--- src/rtl/mib_statistics_counter_table_top_assert.svh ---
// Assertion macros for the statistics counter table top level.
`ifndef MIB_STATISTICS_COUNTER_TABLE_TOP_ASSERT_SVH
`define MIB_STATISTICS_COUNTER_TABLE_TOP_ASSERT_SVH

// Same-cycle implication, sampled on clk and held off during reset.
`define MSCT_ASSERT_IMP(lbl, ante, cons, msg) \
	lbl: assert property (@(posedge clk) disable iff (!arst_n) (ante) |-> (cons)) \
		else $error(msg);

// Next-cycle implication, sampled on clk and held off during reset.
`define MSCT_ASSERT_NXT(lbl, ante, cons, msg) \
	lbl: assert property (@(posedge clk) disable iff (!arst_n) (ante) |=> (cons)) \
		else $error(msg);

`endif

--- src/rtl/msct_pkg.sv ---
// Shared types and constants of the statistics counter table.
package msct_pkg;

	localparam int GROUP_COUNTERS_DEF = 111;
	localparam int IFACE_COUNTERS_DEF = 13;
	localparam int INTERFACES_DEF     = 4;

	localparam int OP_W  = 3;
	localparam int ROW_W = 8;
	localparam int ID_W  = 7;
	localparam int VAL_W = 32;

	localparam int ROW_LSB = 0;
	localparam int ID_LSB  = ROW_LSB + ROW_W;
	localparam int VAL_LSB = ID_LSB + ID_W;

	localparam int S_TDATA_W = 48;
	localparam int M_TDATA_W = 32;

	// Gauge positions, following the RFC object orderings.
	localparam logic [ID_W-1:0] GROUP_GAUGE_ID = 7'd101;
	localparam logic [ID_W-1:0] IFACE_SPEED_ID = 7'd0;
	localparam logic [ID_W-1:0] IFACE_QLEN_ID  = 7'd12;

	typedef enum logic [OP_W-1:0] {
		OP_CLEAR    = 3'd0,
		OP_GRP_ADD  = 3'd1,
		OP_GRP_SET  = 3'd2,
		OP_GRP_READ = 3'd3,
		OP_IF_ADD   = 3'd4,
		OP_IF_SET   = 3'd5,
		OP_IF_READ  = 3'd6
	} op_t;

	typedef struct packed {
		logic accept;
		logic sweep;
		logic finish;
	} ctrl_cmd_t;

	typedef struct packed {
		logic in_clear;
		logic sweep_last;
		logic out_free;
	} dp_status_t;

endpackage

--- src/rtl/msct_ctrl.sv ---
// Sequencing state machine of the statistics counter table.
module msct_ctrl
	import msct_pkg::*;
(
	input  logic       clk,
	input  logic       arst_n,
	input  logic       s_tvalid,
	output logic       s_tready,
	input  dp_status_t sts,
	output ctrl_cmd_t  cmd
);

	typedef enum logic [2:0] {
		ST_IDLE   = 3'b001,
		ST_CLEAR  = 3'b010,
		ST_FINISH = 3'b100
	} state_t;

	state_t state_q;
	state_t state_next;

	always_comb begin
		state_next = state_q;
		cmd        = '0;
		s_tready   = 1'b0;
		unique case (state_q)
			ST_IDLE: begin
				s_tready = 1'b1;
				if (s_tvalid) begin
					cmd.accept = 1'b1;
					state_next = sts.in_clear ? ST_CLEAR : ST_FINISH;
				end
			end
			ST_CLEAR: begin
				cmd.sweep = 1'b1;
				if (sts.sweep_last) begin
					state_next = ST_FINISH;
				end
			end
			ST_FINISH: begin
				// Hold the word here until the output register has room.
				if (sts.out_free) begin
					cmd.finish = 1'b1;
					state_next = ST_IDLE;
				end
			end
			default: begin
				state_next = ST_IDLE;
			end
		endcase
	end

	always_ff @(posedge clk or negedge arst_n) begin
		if (!arst_n) begin
			state_q <= ST_IDLE;
		end else begin
			state_q <= state_next;
		end
	end

endmodule

--- config.mk ---
export PLATFORM = sky130hd
export DESIGN_NAME = msct_ctrl
export DESIGN_NICKNAME = d
export VERILOG_FILES = /design/src/rtl/mib_statistics_counter_table_top_assert.svh /design/src/rtl/msct_pkg.sv /design/src/rtl/msct_ctrl.sv
export SDC_FILE = /design/constraint.sdc
export NUM_CORES = 1
export LEC_CHECK = 0
export BUFFER_PORTS_ARGS = -buffer_cell sky130_fd_sc_hd__buf_2
export CAP_MARGIN = 10
export CORE_AREA = 5 5 42 44
export DETAILED_ROUTE_END_ITERATION = 8
export DIE_AREA = 0 0 47 49
export PLACE_DENSITY = 0.35
export SYNTH_ARGS = -nofsm -noshare
export SYNTH_HDL_FRONTEND = slang
export SYNTH_SLANG_ARGS = --single-unit
--- constraint.sdc ---
create_clock -name clk -period 3.2 [get_ports clk]
set_clock_uncertainty 0.05 [all_clocks]
set_input_delay 0.16 -clock clk [delete_from_list [all_inputs] [get_ports clk]]
set_output_delay 0.16 -clock clk [all_outputs]
set_load 0.005 [all_outputs]
==> results of run 1 <==
==> tightest hold or removal path, delay by kind of cell <==
kind                   cells  cell delay, ns
and+or+nand+nor            1            0.09
AOI/OAI and AO/OA          1            0.05
buffers and inverters      1            0.08
==> final cells by class <==
class                   instances  area [sq um]
repair buffers                 10          55.1
clock buffers                   4          26.3
fillers                       164          1120
flip-flops and latches          3          76.3
multi-input cells              11          96.3
well taps                      16          20.0
inverters                       1          3.75
==> through the flow <==
step | hold WS (ns) | setup slack (ns) | utilization, %
finish | 0.151 | 1.80 | 19.8
global route | 0.188 | 1.75 | 19.8
CTS | 0.148 | 1.78 | 19.8
detailed placement | -0.0921 | 2.01 | 17.2
global placement | -0.0967 | 2.06 | 17.2
floorplan | -0.186 | 2.12 | -
==> cells in the final DEF, fill, tap and decap left out, drive strengths merged <==
| master | count |
|---|---|
| and4bb | 1 |
| nor3b | 2 |
| nor4bb | 2 |
| dlygate4sd3 | 1 |
| or3b | 1 |
| dfrtp | 2 |
| nor3 | 1 |
| a21oi | 1 |
| nand4b | 1 |
| dfstp | 1 |
| nor4b | 1 |
| inv | 1 |
| clkbuf | 4 |
| a211o | 1 |
| buf | 9 |
==> worst min-delay path by stage <==
stage	from	endpoint	slack, ns	depth (start not counted)
after detailed placement	arst_n	state_q[2]	-0.09	1
after floorplan	arst_n	state_q[1]	-0.19	0
final	sts[1]	state_q[1]	0.15	3
after global placement	arst_n	state_q[1]	-0.1	1
after global routing	sts[1]	state_q[1]	0.19	3
after CTS	sts[1]	state_q[1]	0.15	3
==> cells in the mapped netlist <==
| library cell | instances |
|---|---|
| a211o_1 | 1 |
| a21oi_1 | 1 |
| and4bb_4 | 1 |
| dfrtp_1 | 2 |
| dfstp_2 | 1 |
| inv_1 | 1 |
| nand4b_1 | 1 |
| nor3_1 | 1 |
| nor3b_1 | 2 |
| nor4b_1 | 1 |
| nor4bb_1 | 2 |
| or3b_1 | 1 |
==> logic make-up after synthesis <==
logic type,Yosys count
and+or+nand+nor,9
DFF,3
buffers and inverters,1
AOI/OAI and AO/OA,2
==> where the power goes <==
group	total, mW	leakage [nW]	switching (mW)	internal, mW
Combinational	0.0659	0.0772	0.0235	0.0424
Clock	0.0655	0.0150	0.0188	0.0467
Sequential	0.0826	0.0372	0.0254	0.0572
Total	0.214	0.129	0.0678	0.146
==> metal layers <==
layer | track usage (%) | wire (microns) | up-vias
li1 | - | - | 89
met2 | 5.88 | 181 | 12
met1 | 7.06 | 222 | 74
met4 | 5.53 | 0 | 0
met3 | 1.85 | 92 | 0
met5 | 0 | 0 | -
==> what timing repair did <==
item / in CTS / in global routing
hold buffers: 1 / 0
buffers inserted: 0 / 0
endpoints found under the setup margin: 0 / 0
endpoints found under the hold margin: 3 / 0
==> flow_metrics.tcl, run 1 <==
set metrics [dict create \
    outcome "finished clean" \
    fp.dieArea_sq_um 2300 \
    area_growth_pct 57.4 \
    overflow 0 \
    die_h_microns 49 \
    clockRootBuffer "clkbuf_4" \
    fin_setup_tns_ns 0 \
    dp_cells 40 \
    endpoint_kind "primary output" \
    start_util_pct 12.6 \
    track_usage_pct 5.29 \
    period_share_pct 43.7 \
    cts_sinks 3 \
    max-cap-violations 0 \
    worst-path-buf-inv 1 \
    powerDensity_nw_per_um2 770 \
    synth-simple-area-share_pct 46.8 \
    routedWlPerCell_microns 11.0 \
    ir_drop_mv 0.252 \
    io_buffers 9 \
    row_count 14 \
    path_max_fanout 8 \
    finalNetCount 36 \
    postRouteAntennaNets 0 \
    syn_area_sq_um 176 \
    setup_viol 0 \
    ys_ff_latch 3 \
    r2r_slack_ns 2.02 \
    min_path_type "in2reg" \
    drc 0 \
    yosysWarnings 0 \
    min_period_ns 1.40 \
    total_power_mw 0.214 \
    synth_area_leaders "dfrtp_1 28%, dfstp_2 15%, nor4bb_1 11%" \
    cts_buffers 3 \
    synth-xor-area-share_pct 0 \
    required_ns 2.99 \
    post_cts_resized 0 \
    max_freq_mhz 716 \
    final_cells 45 \
    grt_max_degree 9 \
    clock_path_buffers 2 \
    arrival_ns 1.19 \
    routed_wirelength_microns 495 \
    htreeDepth 1 \
    synth_compound_area_share_pct 7.80 \
    cp-startpoint "state_q[0]" \
    place_area_sq_um 241 \
    tritoncts "yes" \
    synth_top_area_share_pct 28.4 \
    cp.depth 2 \
    synth_seq_area_share_pct 43.3 \
    synth_top_family_by_area "simple AND/OR/NAND/NOR gates" \
    synth_area_leader_cell "dfrtp_1" \
    p_leak_nw 0.129 \
    cp_slowest_cell "dfstp_2" \
    synth_fa_ha_area_share_pct 0 \
    final_layout_size_suffix_gt1_share_pct 48.3 \
    start_kind "register" \
    dr.first_iter.drc_count 3 \
    antenna_found_initial 0 \
    ioPinCount 10 \
    r2r_start "state_q[2]" \
    syn-num-nets 21 \
    largest-register "state_q" \
    slowest_delay_ns 0.58 \
    yosys-mux-area-fraction_pct 0 \
    tightestPinTransition_ns 0.383 \
    slew_violations 0 \
    reg2reg_depth 2 \
    cp_top_family "flip-flops" \
    reg_top3 "state_q: 3 flops" \
    fin_area_sq_um 278 \
    largest_reg_flops 3 \
    max_slew_margin_pct 74.1 \
    grt_setup_unrepaired "no" \
    yosysUniqueCellTypes 12 \
    path_cells "and4bb_4 > buf_2" \
    gp_congestion 0.827 \
    crit_path_end "cmd[2]" \
    first_global_vias 205 \
    finalHoldViolations 0 \
    clkTransAtPathRegs_ns 0.04 \
    worstReg2RegEnd "state_q[2]" \
    syn_inst 15 \
    grt_first_pass_wirelength_microns 828 \
    clkLatencyLatePin_ns 0.23 \
    crit_type "reg2out" \
    core_sq_um 1400 \
    vias_per_cell 3.89 \
    diodes 0 \
    syn_area_per_cell_sq_um 11.8 \
    dr.pass1.iters 4 \
    die_w_microns 47 \
    vias 175 \
]
No activity file was read; power rests on OpenSTA's default activity.
==> run 2: changes to the inputs <==
Clock period 3.2 ns to 1.3 ns, I/O delays scaled along.
==> run 2 against run 1 <==
Compared with the run above: cell count grew 4.4%; critical path type unchanged; die area is the same; clock power grew to 2.5 times the previous value; hold slack lost 0.080 ns; power grew to 2.8 times the previous value; via count grew 11%; cell area grew 9.9%; setup slack lost 1.8 ns.
==> flow_metrics.tcl, run 2 (synthesized netlist as in run 1, its figures left out) <==
set metrics [dict create \
    ir_drop_mv 0.482 \
    clkLatencyLatePin_ns 0.23 \
    layout_common_cells "8 x buf_2, 3 x clkbuf_4, 2 x nor4bb_1, 2 x buf_4" \
    cp-startpoint "state_q[0]" \
    io_buffers 9 \
    drc 0 \
    row_count 14 \
    pre_cts_ws_ns 0.172 \
    required_ns 1.19 \
    endpoint_kind "primary output" \
    track_usage_pct 5.44 \
    worstReg2RegEnd "state_q[2]" \
    largest-register "state_q" \
    grt_first_pass_wirelength_microns 834 \
    dp_hpwl_microns 373 \
    largest_reg_flops 3 \
    core_sq_um 1400 \
    tritoncts "yes" \
    ioPinCount 10 \
    gp_congestion 0.777 \
    vias_per_cell 4.15 \
    min_period_ns 1.29 \
    crit_path_end "cmd[2]" \
    postRouteAntennaNets 0 \
    dr.first_iter.drc_count 0 \
    slew_violations 0 \
    reg2reg_depth 3 \
    holdPathStages 3 \
    overflow 0 \
    dr.pass1.iters 1 \
    clkTransAtPathRegs_ns 0.04 \
    r2r_start "state_q[1]" \
    first_global_vias 200 \
    area_growth_pct 73.0 \
    period_share_pct 99.3 \
    p_leak_nw 0.142 \
    start_util_pct 12.6 \
    routed_wirelength_microns 510 \
    final_layout_size_suffix_gt1_share_pct 58.1 \
    powerDensity_nw_per_um2 1960 \
    setup_viol 0 \
    start_kind "register" \
    r2r_slack_ns 0.03 \
    final_common_cell "buf_2" \
    arrival_ns 1.18 \
    htreeDepth 1 \
    finalHoldViolations 0 \
    clock_path_buffers 2 \
    vias 195 \
    grt_setup_unrepaired "yes" \
    final_util_pct 21.8 \
    worst_slack_ns 0.00954 \
    clockRootBuffer "clkbuf_4" \
    max_slew_margin_pct 74.4 \
    max_freq_mhz 775 \
    fp.dieArea_sq_um 2300 \
    die_w_microns 47 \
    reg_top3 "state_q: 3 flops" \
    antenna_found_initial 0 \
    path_max_fanout 7 \
    diodes 0 \
    finalNetCount 38 \
    min_path_type "in2reg" \
    crit_type "reg2out" \
    max-cap-violations 0 \
    cts_buffers 3 \
    die_h_microns 49 \
    outcome "finished clean" \
    tightestPinTransition_ns 0.378 \
    routedWlPerCell_microns 10.9 \
    grt_max_degree 9 \
    cts_sinks 3 \
    fin_setup_tns_ns 0 \
]
run 2: cell count changes in the layout (fill, tap and decap cells not counted):
cell and change:
buf_4 +2, dfrtp_1 -1, nor3b_1 -1, nor3b_2 +1
dfrtp_2 +1, buf_2 -1, buf_6 +1
run 2: layout make-up:
cell class	count	area (sq um)
clock buffer	4	26.3
timing repair buffer	12	76.3
fill	168	1100
tap	16	20.0
multi-input combinational	11	101
inverter	1	3.75
sequential	3	77.6
run 2: routing by layer:
| layer | up-vias | share of wire [%] | GRT usage, % |
|---|---|---|---|
| met5 | - | 0 | 0 |
| met4 | 0 | 0 | 5.53 |
| met3 | 0 | 17 | 3.69 |
| met2 | 10 | 41 | 5.20 |
| met1 | 90 | 41 | 7.10 |
| li1 | 95 | - | - |
run 2: metrics by stage:
step / hold slack (ns) / area, sq um / power, mW / cells
4_1_cts: 0.0654 / 285 / 0.560 / 46
5_1_grt: 0.0904 / 305 / 0.652 / 47
3_5_place_dp: -0.187 / 241 / 0.362 / 40
3_3_place_gp: -0.190 / 241 / 0.365 / 40
6_report: 0.0714 / 305 / 0.597 / 47
2_1_floorplan: -0.281 / 176 / 0.287 / 15
run 2: how the worst min path moves through the flow:
stage                      start          to  slack [ns]
after floorplan           arst_n  state_q[1]       -0.28
after global placement    arst_n  state_q[1]       -0.19
after detailed placement  arst_n  state_q[1]       -0.19
after CTS                 sts[1]  state_q[1]        0.07
after global routing      sts[2]  state_q[2]        0.09
final                     sts[1]  state_q[1]        0.07
run 2: critical path, stage by stage (launching register included):
cell and delay, ns:
dfstp_2 0.57, and4bb_4 0.27, buf_6 0.10
run 2: where the power goes:
group / total (mW) / internal (mW) / switching [mW]
clock: 0.165 / 0.115 / 0.0501
sequential: 0.202 / 0.143 / 0.0596
combinational: 0.230 / 0.156 / 0.0732
run 2: repair_timing:
item / 4_1_cts / 5_1_grt
hold buffers: 1 / 0
hold endpoints to repair: 3 / 0
setup endpoints to repair: 1 / 2
gates resized for setup: 0 / 3
pin swaps: 1 / 1
setup buffers: 1 / 1
